[src/hdl/tta_pkg.sv]
package tta_pkg;

    localparam int MAX_RANK   = 6;
    localparam int INDEX_BITS = 24;

    localparam int RANK_W     = 3;
    localparam int AXIS_W     = 3;
    localparam int ORDER_W    = AXIS_W * MAX_RANK;
    localparam int SIZE_W     = 13;
    localparam int CNT_W      = SIZE_W;
    localparam int LVL_W      = (MAX_RANK > 1) ? $clog2(MAX_RANK) : 1;
    localparam int IDX_W      = INDEX_BITS;
    localparam int TOT_W      = INDEX_BITS + 1;
    localparam int MUL_W      = TOT_W + SIZE_W;
    localparam int CFG_IDX_W  = 3;
    localparam int CFG_DATA_W = ORDER_W;

    localparam logic [SIZE_W-1:0]  SIZE_LIMIT = SIZE_W'(4096);
    localparam logic [MUL_W-1:0]   ELEM_LIMIT = MUL_W'(1) << INDEX_BITS;

    // register map of the configuration port
    localparam logic [CFG_IDX_W-1:0] REG_RANK  = CFG_IDX_W'(0);
    localparam logic [CFG_IDX_W-1:0] REG_ORDER = CFG_IDX_W'(1);
    localparam logic [CFG_IDX_W-1:0] REG_SIZE0 = CFG_IDX_W'(2);

    localparam logic [RANK_W-1:0]  RANK_RESET  = RANK_W'(1);
    localparam logic [ORDER_W-1:0] ORDER_RESET = ORDER_W'(181896);
    localparam logic [SIZE_W-1:0]  SIZE_RESET  = SIZE_W'(1);

    typedef enum logic [2:0] {
        ST_IDLE,
        ST_PROD,
        ST_EVAL,
        ST_EMIT,
        ST_ADV
    } t_state;

    typedef struct packed {
        logic             rank_ok;
        logic             base_ok;
        logic [LVL_W-1:0] last_axis;
    } t_cfg_stat;

    typedef struct packed {
        logic [SIZE_W-1:0] size;
        logic [LVL_W-1:0]  lvl;
    } t_axis_info;

    typedef struct packed {
        logic [IDX_W-1:0] src;
        logic [IDX_W-1:0] dest;
        logic             last;
        logic             err;
    } t_result;

endpackage

[src/hdl/tta_cfg.sv]
module tta_cfg import tta_pkg::*; (
    input  logic                  i_clk,
    input  logic                  i_rst_n,
    input  logic                  i_cfg_wen,
    input  logic [CFG_IDX_W-1:0]  i_cfg_index,
    input  logic [CFG_DATA_W-1:0] i_cfg_data,
    input  logic [LVL_W-1:0]      i_axis_sel,
    output t_cfg_stat             o_stat,
    output t_axis_info            o_axis
);

    logic [RANK_W-1:0]  r_rank;
    logic [ORDER_W-1:0] r_order;
    logic [SIZE_W-1:0]  r_size [MAX_RANK];

    logic perm_bad;
    logic size_bad;

    always_ff @(posedge i_clk) begin
        if (!i_rst_n) begin
            r_rank  <= RANK_RESET;
            r_order <= ORDER_RESET;
            for (int i = 0; i < MAX_RANK; i++) begin
                r_size[i] <= SIZE_RESET;
            end
        end else if (i_cfg_wen) begin
            if (i_cfg_index == REG_RANK) begin
                r_rank <= i_cfg_data[RANK_W-1:0];
            end
            if (i_cfg_index == REG_ORDER) begin
                r_order <= i_cfg_data[ORDER_W-1:0];
            end
            for (int i = 0; i < MAX_RANK; i++) begin
                if (i_cfg_index == CFG_IDX_W'(REG_SIZE0 + i)) begin
                    r_size[i] <= i_cfg_data[SIZE_W-1:0];
                end
            end
        end
    end

    // config check: used fields name used axes and differ; used sizes 1..4096
    always_comb begin
        perm_bad = 1'b0;
        size_bad = 1'b0;
        for (int i = 0; i < MAX_RANK; i++) begin
            if (RANK_W'(i) < r_rank) begin
                if (RANK_W'(r_order[AXIS_W*i +: AXIS_W]) >= r_rank) begin
                    perm_bad = 1'b1;
                end
                if (r_size[i] == '0 || r_size[i] > SIZE_LIMIT) begin
                    size_bad = 1'b1;
                end
                for (int m = i + 1; m < MAX_RANK; m++) begin
                    if (RANK_W'(m) < r_rank &&
                        r_order[AXIS_W*i +: AXIS_W] == r_order[AXIS_W*m +: AXIS_W]) begin
                        perm_bad = 1'b1;
                    end
                end
            end
        end
    end

    always_comb begin
        o_stat.rank_ok   = (r_rank != '0) && (r_rank <= RANK_W'(MAX_RANK));
        o_stat.base_ok   = o_stat.rank_ok && !perm_bad && !size_bad;
        o_stat.last_axis = LVL_W'(r_rank - RANK_W'(1));
    end

    // source axis -> counter level that walks it (inverse of the axis order)
    always_comb begin
        o_axis.size = r_size[i_axis_sel];
        o_axis.lvl  = '0;
        for (int i = 0; i < MAX_RANK; i++) begin
            if (RANK_W'(i) < r_rank &&
                LVL_W'(r_order[AXIS_W*i +: AXIS_W]) == i_axis_sel) begin
                o_axis.lvl = LVL_W'(r_rank - RANK_W'(1) - RANK_W'(i));
            end
        end
    end

endmodule

[src/hdl/tta_walk.sv]
module tta_walk import tta_pkg::*; (
    input  logic             i_clk,
    input  logic             i_rst_n,
    input  logic             i_start,
    input  logic             i_restart,
    input  logic             i_slot_free,
    input  t_cfg_stat        i_stat,
    input  t_axis_info       i_axis,
    output logic [LVL_W-1:0] o_axis_sel,
    output logic             o_busy,
    output logic             o_res_load,
    output t_result          o_res
);

    localparam logic [LVL_W-1:0] TOP_LVL = LVL_W'(MAX_RANK - 1);

    t_state             r_state, n_state;
    logic               r_restart, n_restart;
    logic [LVL_W-1:0]   r_k, n_k;
    logic [LVL_W-1:0]   r_j, n_j;
    logic [TOT_W-1:0]   r_prod, n_prod;
    logic               r_ovf, n_ovf;
    logic               r_err, n_err;
    logic [TOT_W-1:0]   r_total, n_total;
    logic [IDX_W-1:0]   r_src, n_src;
    logic [IDX_W-1:0]   r_dest, n_dest;
    logic [CNT_W-1:0]   r_cnt [MAX_RANK];
    logic [CNT_W-1:0]   n_cnt [MAX_RANK];
    logic [CNT_W-1:0]   r_ext [MAX_RANK];
    logic [CNT_W-1:0]   n_ext [MAX_RANK];
    logic [IDX_W-1:0]   r_stride [MAX_RANK];
    logic [IDX_W-1:0]   n_stride [MAX_RANK];
    logic [IDX_W-1:0]   r_wrap [MAX_RANK];
    logic [IDX_W-1:0]   n_wrap [MAX_RANK];

    logic [MUL_W-1:0]   w_mul;
    logic [CNT_W-1:0]   w_cnt_inc;
    logic [IDX_W-1:0]   w_step;
    logic [TOT_W-1:0]   w_dest_inc;
    logic               w_last;
    logic               w_carry;
    logic               w_ok;

    // shared multiplier for the suffix products of the dimension sizes
    assign w_mul      = MUL_W'(r_prod) * MUL_W'(i_axis.size);
    assign w_cnt_inc  = r_cnt[r_j] + CNT_W'(1);
    assign w_step     = r_src + r_stride[r_j];
    assign w_dest_inc = TOT_W'(r_dest) + TOT_W'(1);
    assign w_last     = w_dest_inc >= r_total;
    assign w_carry    = (r_j != TOP_LVL) && (w_cnt_inc >= r_ext[r_j]);
    assign w_ok       = i_stat.base_ok && !r_ovf;

    assign o_axis_sel = r_k;
    assign o_busy     = (r_state != ST_IDLE);

    always_comb begin
        n_state   = r_state;
        n_restart = r_restart;
        n_k       = r_k;
        n_j       = r_j;
        n_prod    = r_prod;
        n_ovf     = r_ovf;
        n_err     = r_err;
        n_total   = r_total;
        n_src     = r_src;
        n_dest    = r_dest;
        n_cnt     = r_cnt;
        n_ext     = r_ext;
        n_stride  = r_stride;
        n_wrap    = r_wrap;
        o_res_load = 1'b0;
        o_res.src  = '0;
        o_res.dest = '0;
        o_res.last = 1'b0;
        o_res.err  = r_err;

        case (r_state)
            ST_IDLE: begin
                if (i_start) begin
                    n_restart = i_restart;
                    n_prod    = TOT_W'(1);
                    n_ovf     = 1'b0;
                    n_k       = i_stat.last_axis;
                    if (i_restart) begin
                        for (int l = 0; l < MAX_RANK; l++) begin
                            n_cnt[l]    = '0;
                            n_ext[l]    = CNT_W'(1);
                            n_stride[l] = '0;
                            n_wrap[l]   = '0;
                        end
                    end
                    n_state = i_stat.rank_ok ? ST_PROD : ST_EVAL;
                end
            end
            ST_PROD: begin
                // before the multiply r_prod is the stride of axis k, after it the wrap
                n_prod = w_mul[TOT_W-1:0];
                if (w_mul > ELEM_LIMIT) begin
                    n_ovf = 1'b1;
                end
                if (r_restart) begin
                    for (int l = 0; l < MAX_RANK; l++) begin
                        if (LVL_W'(l) == i_axis.lvl) begin
                            n_ext[l]    = i_axis.size;
                            n_stride[l] = r_prod[IDX_W-1:0];
                            n_wrap[l]   = w_mul[IDX_W-1:0];
                        end
                    end
                end
                if (r_k == '0) begin
                    n_state = ST_EVAL;
                end else begin
                    n_k = r_k - LVL_W'(1);
                end
            end
            ST_EVAL: begin
                n_err = !w_ok;
                if (r_restart) begin
                    n_total = w_ok ? r_prod : '0;
                    n_src   = '0;
                    n_dest  = '0;
                end
                n_state = ST_EMIT;
            end
            ST_EMIT: begin
                if (i_slot_free) begin
                    o_res_load = 1'b1;
                    if (r_total == '0) begin
                        n_state = ST_IDLE;
                    end else begin
                        o_res.src  = r_src;
                        o_res.dest = r_dest;
                        o_res.last = w_last;
                        if (w_last) begin
                            // end of the walk: start over at element zero
                            for (int l = 0; l < MAX_RANK; l++) begin
                                n_cnt[l] = '0;
                            end
                            n_src   = '0;
                            n_dest  = '0;
                            n_state = ST_IDLE;
                        end else begin
                            n_dest  = w_dest_inc[IDX_W-1:0];
                            n_j     = '0;
                            n_state = ST_ADV;
                        end
                    end
                end
            end
            ST_ADV: begin
                // one counter level per cycle, carry moves up
                if (w_carry) begin
                    n_src      = w_step - r_wrap[r_j];
                    n_cnt[r_j] = '0;
                    n_j        = r_j + LVL_W'(1);
                end else begin
                    n_src      = w_step;
                    n_cnt[r_j] = w_cnt_inc;
                    n_state    = ST_IDLE;
                end
            end
            default: begin
                n_state = ST_IDLE;
            end
        endcase
    end

    always_ff @(posedge i_clk) begin
        if (!i_rst_n) begin
            r_state   <= ST_IDLE;
            r_restart <= 1'b0;
            r_k       <= '0;
            r_j       <= '0;
            r_prod    <= '0;
            r_ovf     <= 1'b0;
            r_err     <= 1'b0;
            r_total   <= '0;
            r_src     <= '0;
            r_dest    <= '0;
            for (int l = 0; l < MAX_RANK; l++) begin
                r_cnt[l]    <= '0;
                r_ext[l]    <= '0;
                r_stride[l] <= '0;
                r_wrap[l]   <= '0;
            end
        end else begin
            r_state   <= n_state;
            r_restart <= n_restart;
            r_k       <= n_k;
            r_j       <= n_j;
            r_prod    <= n_prod;
            r_ovf     <= n_ovf;
            r_err     <= n_err;
            r_total   <= n_total;
            r_src     <= n_src;
            r_dest    <= n_dest;
            r_cnt     <= n_cnt;
            r_ext     <= n_ext;
            r_stride  <= n_stride;
            r_wrap    <= n_wrap;
        end
    end

    a_adv_level_range: assert property (@(posedge i_clk) disable iff (!i_rst_n)
        r_state == ST_ADV |-> r_j <= TOP_LVL)
        else $error("carry ran past the top counter level");

    a_dest_in_walk: assert property (@(posedge i_clk) disable iff (!i_rst_n)
        (r_state == ST_IDLE && r_total != '0) |-> TOT_W'(r_dest) < r_total)
        else $error("output index outside the loaded walk");

    a_level0_bound: assert property (@(posedge i_clk) disable iff (!i_rst_n)
        (r_state == ST_IDLE && r_total != '0) |-> r_cnt[0] < r_ext[0])
        else $error("innermost counter not below its extent");

    a_prod_needs_rank: assert property (@(posedge i_clk) disable iff (!i_rst_n)
        r_state == ST_PROD |-> i_stat.rank_ok)
        else $error("size pass started with an unusable rank");

    a_start_from_idle: assert property (@(posedge i_clk) disable iff (!i_rst_n)
        (r_state == ST_IDLE && i_start) |=> r_state == ST_PROD || r_state == ST_EVAL)
        else $error("accepted word did not start the size pass");

endmodule

[src/hdl/tensor_transpose_address_gen_top.sv]
// channel   direction  handshake                  payload
// in        in         i_in_valid / o_in_stall    i_restart
// out       out        o_out_valid / i_out_stall  o_source_index, o_dest_index,
//                                                 o_last, o_config_error
// cfg       in         i_cfg_wen                  i_cfg_index, i_cfg_data
//
// a word passes through accept, a shared-multiplier pass over the dimension sizes,
// evaluate, emit and advance; the advance repeats for each counter level that
// carries. the last element or a word with no walk loaded skips the advance,
// and a rank outside 1..6 skips the multiplier pass.
// o_in_stall is high while a word is in work; a finished word waits in the
// output register, and a stalled output holds the block before its next result.
// reset is synchronous, active low, and leaves no walk loaded.
module tensor_transpose_address_gen_top import tta_pkg::*; (
    input  logic                  i_clk,
    input  logic                  i_rst_n,
    input  logic                  i_in_valid,
    output logic                  o_in_stall,
    input  logic                  i_restart,
    output logic                  o_out_valid,
    input  logic                  i_out_stall,
    output logic [IDX_W-1:0]      o_source_index,
    output logic [IDX_W-1:0]      o_dest_index,
    output logic                  o_last,
    output logic                  o_config_error,
    input  logic                  i_cfg_wen,
    input  logic [CFG_IDX_W-1:0]  i_cfg_index,
    input  logic [CFG_DATA_W-1:0] i_cfg_data
);

    t_cfg_stat        stat;
    t_axis_info       axis;
    t_result          res;
    logic [LVL_W-1:0] axis_sel;
    logic             busy;
    logic             res_load;
    logic             slot_free;

    logic             r_out_valid;
    t_result          r_out;

    assign slot_free  = !r_out_valid || !i_out_stall;
    assign o_in_stall = busy;

    tta_cfg u_cfg (
        .i_clk       (i_clk),
        .i_rst_n     (i_rst_n),
        .i_cfg_wen   (i_cfg_wen),
        .i_cfg_index (i_cfg_index),
        .i_cfg_data  (i_cfg_data),
        .i_axis_sel  (axis_sel),
        .o_stat      (stat),
        .o_axis      (axis)
    );

    tta_walk u_walk (
        .i_clk       (i_clk),
        .i_rst_n     (i_rst_n),
        .i_start     (i_in_valid && !busy),
        .i_restart   (i_restart),
        .i_slot_free (slot_free),
        .i_stat      (stat),
        .i_axis      (axis),
        .o_axis_sel  (axis_sel),
        .o_busy      (busy),
        .o_res_load  (res_load),
        .o_res       (res)
    );

    // output word register
    always_ff @(posedge i_clk) begin
        if (!i_rst_n) begin
            r_out_valid <= 1'b0;
        end else if (res_load) begin
            r_out_valid <= 1'b1;
        end else if (!i_out_stall) begin
            r_out_valid <= 1'b0;
        end
    end

    always_ff @(posedge i_clk) begin
        if (res_load) begin
            r_out <= res;
        end
    end

    assign o_out_valid    = r_out_valid;
    assign o_source_index = r_out.src;
    assign o_dest_index   = r_out.dest;
    assign o_last         = r_out.last;
    assign o_config_error = r_out.err;

endmodule
[config.mk]
export PLATFORM = sky130hd
export DESIGN_NAME = tensor_transpose_address_gen_top
export DESIGN_NICKNAME = d
export VERILOG_FILES = /design/src/hdl/tta_pkg.sv /design/src/hdl/tta_cfg.sv /design/src/hdl/tta_walk.sv /design/src/hdl/tensor_transpose_address_gen_top.sv
export SDC_FILE = /design/constraint.sdc
export NUM_CORES = 2
export LEC_CHECK = 0
export ABC_AREA = 1
export BUFFER_PORTS_ARGS = -buffer_cell sky130_fd_sc_hd__buf_4
export CORE_MARGIN = 2
export CORE_UTILIZATION = 61
export CTS_CLUSTER_DIAMETER = 30
export CTS_CLUSTER_SIZE = 40
export DETAILED_ROUTE_END_ITERATION = 8
export GPL_TIMING_DRIVEN = 1
export HOLD_SLACK_MARGIN = 0.1
export PLACE_DENSITY = 0.79
export RECOVER_POWER = 100
export SLEW_MARGIN = 10
export SYNTH_ARGS = -nofsm -noshare
export SYNTH_HDL_FRONTEND = slang
export SYNTH_HIERARCHICAL = 1
export SYNTH_SLANG_ARGS = --single-unit
[constraint.sdc]
create_clock -name i_clk -period 9 [get_ports i_clk]
set_input_delay 1.8 -clock i_clk [delete_from_list [all_inputs] [get_ports i_clk]]
set_output_delay 1.8 -clock i_clk [all_outputs]
set_load 0.02 [all_outputs]
==> results.py <==
metrics = {
    "cts": {
        "cts_root_buf": "clkbuf_16",
        "clk_pin_slew_ps": 50,
        "cts_tree": "built",
        "clk-insertion-delay-late_ps": 740,
        "cts_hold_buf": 0,
        "clockBufferDepth": 3,
        "cts.sinks": 704,
        "ctsResizeCount": 0,
        "post_cts_buffers": 0,
        "cts_made_buffers": 140,
        "cts_max_level": 4,
    },
    "setup_path": {
        "cp.arrival_ps": 8700,
        "required_ps": 9530,
        "worst_path_most_repeated_cell": "nand2_1",
        "cp_max_fo": 30,
        "cp-start-kind": "flip-flop",
        "crit_slowest_cell": "or2_0",
        "criticalPathCategory": "reg2reg",
        "cp-end-kind": "flip-flop",
        "critical_path.max_stage_delay_ps": 670,
    },
    "detailed_routing": {
        "detail_route.first_pass.iterations": 7,
        "post_drt_via_cell_ratio": 5.92,
        "postRouteAntennaNets": 0,
        "wirelength_um": 140000,
        "vias": 42200,
        "routedWlPerCell_um": 19.6,
        "dr.first_iter.drc_count": 5146,
        "drc_errors": 0,
    },
    "yosys": {
        "synth_area_leaders": "dfxtp_1 (25%), nand2_1 (11%), fa_1 (11%)",
        "syn_inst": 6130,
        "avgSynthCellArea_sq_um": 7.41,
        "synth-seq-cells": 704,
        "synth_seq_area_share_pct": 33.9,
        "synth_top_area_share_pct": 25.4,
        "yosys_warnings": 6,
        "syn_area_sq_um": 45400,
        "synth_edf_count": 128,
        "synth_nets": 6607,
        "ys_async_sr_fraction_pct": 0,
        "ys_types": 63,
        "synth_ff_type": "dfxtp_1",
        "netlist.top_cell.by_area": "dfxtp_1",
    },
    "grt": {
        "grt_pass1_wl_um": 221000,
        "grt_max_degree": 245,
        "antenna_found_initial": 2,
        "grt_pass1_vias": 41000,
        "overflow": 0,
        "grt_usage_pct": 36.1,
    },
    "timing": {
        "period_share_pct": 90.8,
        "setup_viol": 0,
        "relSlewSlack_pct": -234,
        "fmax_mhz": 122,
        "report.final.slew_viol_count": 487,
        "worstMarginPinSlew_ps": 5010,
        "period_minus_slack_ps": 8170,
        "hold_viol": 0,
        "finalClockSkew_ps": 44.3,
        "finalSetupTns_ps": 0,
        "finalHoldWorstSlack_ps": 457,
        "grt_setup_unrepaired": "false",
    },
    "pwr": {
        "p_per_area_nw_per_um2": 372,
        "peakVddDrop_mv": 0.307,
        "totalPowerFinal_w": 0.0191,
        "p_leak_nw": 23.2,
    },
    "cells_and_area": {
        "drive_gt1_share_pct": 6.54,
        "filler_cell_count": 6019,
        "layout.cells.non_filler": 7134,
        "final_nets": 6521,
        "areaGrowthSynthToFinish_pct": 12.7,
    },
    "die": {
        "die_h_um": 277,
        "fp.dieW_um": 277,
        "pin_count": 79,
        "rows": 100,
        "start_util_pct": 61.3,
        "core_area_sq_um": 74100,
        "die_area_sq_um": 76600,
    },
    "placement": {
        "post-dp-hpwl_um": 94500,
        "placedCellCount": 6871,
        "io_buffers": 78,
        "globalplace.congestion": 1.01,
    },
    "outcome": {
        "outcome": "finished, violations left",
        "violations": "capacitance limit, slew limit",
    },
    "hold_path": {
        "hold_class": "reg2reg",
    },
    "run": {
        "drv_cap": 4,
    },
}
-- layout by cell type, fill, tap and decap left out, types with 6 or more instances in the layout --
| cell | synthesis | layout |
|---|---|---|
| a21oi_1 | 651 | 651 |
| a211oi_1 | 53 | 53 |
| bufinv_16 | 0 | 12 |
| clkinv_16 | 0 | 7 |
| a22o_1 | 6 | 6 |
| nand4_1 | 69 | 69 |
| nor2_1 | 522 | 521 |
| inv_4 | 0 | 7 |
| nand3_1 | 166 | 166 |
| nand3b_1 | 6 | 6 |
| ha_1 | 195 | 195 |
| dfxtp_1 | 576 | 576 |
| a22oi_1 | 60 | 60 |
| clkinv_2 | 0 | 23 |
| o21ai_0 | 498 | 494 |
| clkbuf_8 | 0 | 14 |
| xnor2_1 | 33 | 33 |
| inv_2 | 19 | 20 |
| xor2_1 | 66 | 66 |
| o211ai_1 | 20 | 20 |
| clkinvlp_4 | 0 | 15 |
| o21bai_1 | 12 | 12 |
| clkbuf_16 | 0 | 143 |
| inv_6 | 0 | 11 |
| inv_1 | 855 | 847 |
| nand2_1 | 1367 | 1367 |
| clkbuf_1 | 302 | 69 |
| o22ai_1 | 22 | 21 |
| nor3_1 | 37 | 37 |
| buf_4 | 11 | 83 |
| edfxtp_1 | 128 | 128 |
| clkinv_4 | 0 | 13 |
| o2111ai_1 | 9 | 9 |
| or2_0 | 1 | 8 |
| nor4_1 | 16 | 16 |
| fa_1 | 255 | 255 |
| a221oi_1 | 33 | 33 |
-- through the flow --
step / area (sq um) / setup slack, ps / util, %
after floorplan: 45400 / 2890 / -
after global placement: 46400 / 1590 / 62.6
after detailed placement: 46400 / 1560 / 62.6
after CTS: 51400 / 1500 / 69.4
after global routing: 51200 / 600 / 69.1
final: 51200 / 827 / 69.1
-- path summary, 6_finish.rpt --
path              cells past startpoint                  end                 start  slack [ps]
setup / recovery                     29    u_walk/r_prod[19]  u_walk/o_axis_sel[0]         830
hold / removal                        2  u_walk/r_stride[65]   u_walk/r_stride[65]         460
setup reg to reg                     29    u_walk/r_prod[19]  u_walk/o_axis_sel[0]         830
hold reg to reg                       2  u_walk/r_stride[65]   u_walk/r_stride[65]         460
-- synthesized netlist by cell type, types with 53 or more instances --
cell type / n
o21ai_0: 498
nand2_1: 1367
nor2_1: 522
ha_1: 195
a21oi_1: 651
a211oi_1: 53
dfxtp_1: 576
a22oi_1: 60
nand3_1: 166
clkbuf_1: 302
xor2_1: 66
fa_1: 255
inv_1: 855
nand4_1: 69
edfxtp_1: 128
-- where the power goes --
part,internal (W),total [W],switching (W),leakage [nW]
logic,0.00265,0.00896,0.00632,14.8
registers,0.00414,0.00473,0.000588,5.95
clock network,0.00345,0.00536,0.00191,2.42
-- cell type report --
cell class              count  area (sq um)  area share (%)
well taps                 969          1210            2.37
clock inverters            94          1200            2.35
flip-flops and latches    704         15400            30.1
multi-input cells        4179         25400            49.6
diodes                      1          2.50         0.00489
inverters                 875          3300            6.44
repair buffers            144           876            1.71
clock buffers             168          3810            7.45
-- critical path, delay by kind of cell, from the launching register on --
family | cells | cell delay [ps]
compound gates | 4 | 1160
xor+xnor | 1 | 350
fa+ha+maj | 6 | 2490
buf+inv | 10 | 2250
flops | 1 | 290
simple gates | 8 | 1410
-- cell families (layout without fill, tap and decap cells) --
group | Yosys count | in the layout | share of synthesized area, %
AOI/OAI and AO/OA | 1408 | 1408 | 17.1
xor gates and xnor gates | 106 | 106 | 2.19
adders and majority gates | 450 | 450 | 16.6
buffers and inverters | 1247 | 1281 | 10.6
DFF | 704 | 704 | 33.9
other | 0 | 1 | 0
and+or+nand+nor | 2215 | 2215 | 19.7
-- sequential cells by signal (all words and copies together), names as in the netlist --
| name | cells |
|---|---|
| u_walk/r_src | 24 |
| o_source_index | 24 |
| u_walk/r_restart | 1 |
| u_walk/r_cnt | 78 |
| u_walk/r_state | 3 |
| u_walk/r_prod | 25 |
| u_walk/r_j | 3 |
| u_cfg/r_size | 78 |
| u_walk/r_dest | 24 |
| u_cfg/r_rank | 3 |
| u_cfg/r_order | 18 |
| o_out_valid | 1 |
| o_config_error | 1 |
| o_dest_index | 24 |
| u_walk/r_wrap | 144 |
| u_walk/r_stride | 144 |
| u_walk/r_ovf | 1 |
| u_walk/r_total | 25 |
| u_walk/r_err | 1 |
| u_walk/r_ext | 78 |
| o_last | 1 |
| u_walk/o_axis_sel | 3 |
-- routing by layer --
metal / wire length, um / share of wire [%] / track usage [%]
met1: 56500 / 40 / 47.4
met2: 64300 / 46 / 58.4
met3: 12700 / 9.1 / 6.10
met4: 6370 / 4.6 / 17.2
met5: 10 / 0.0071 / 0
Power figures use the tool's default switching activity.
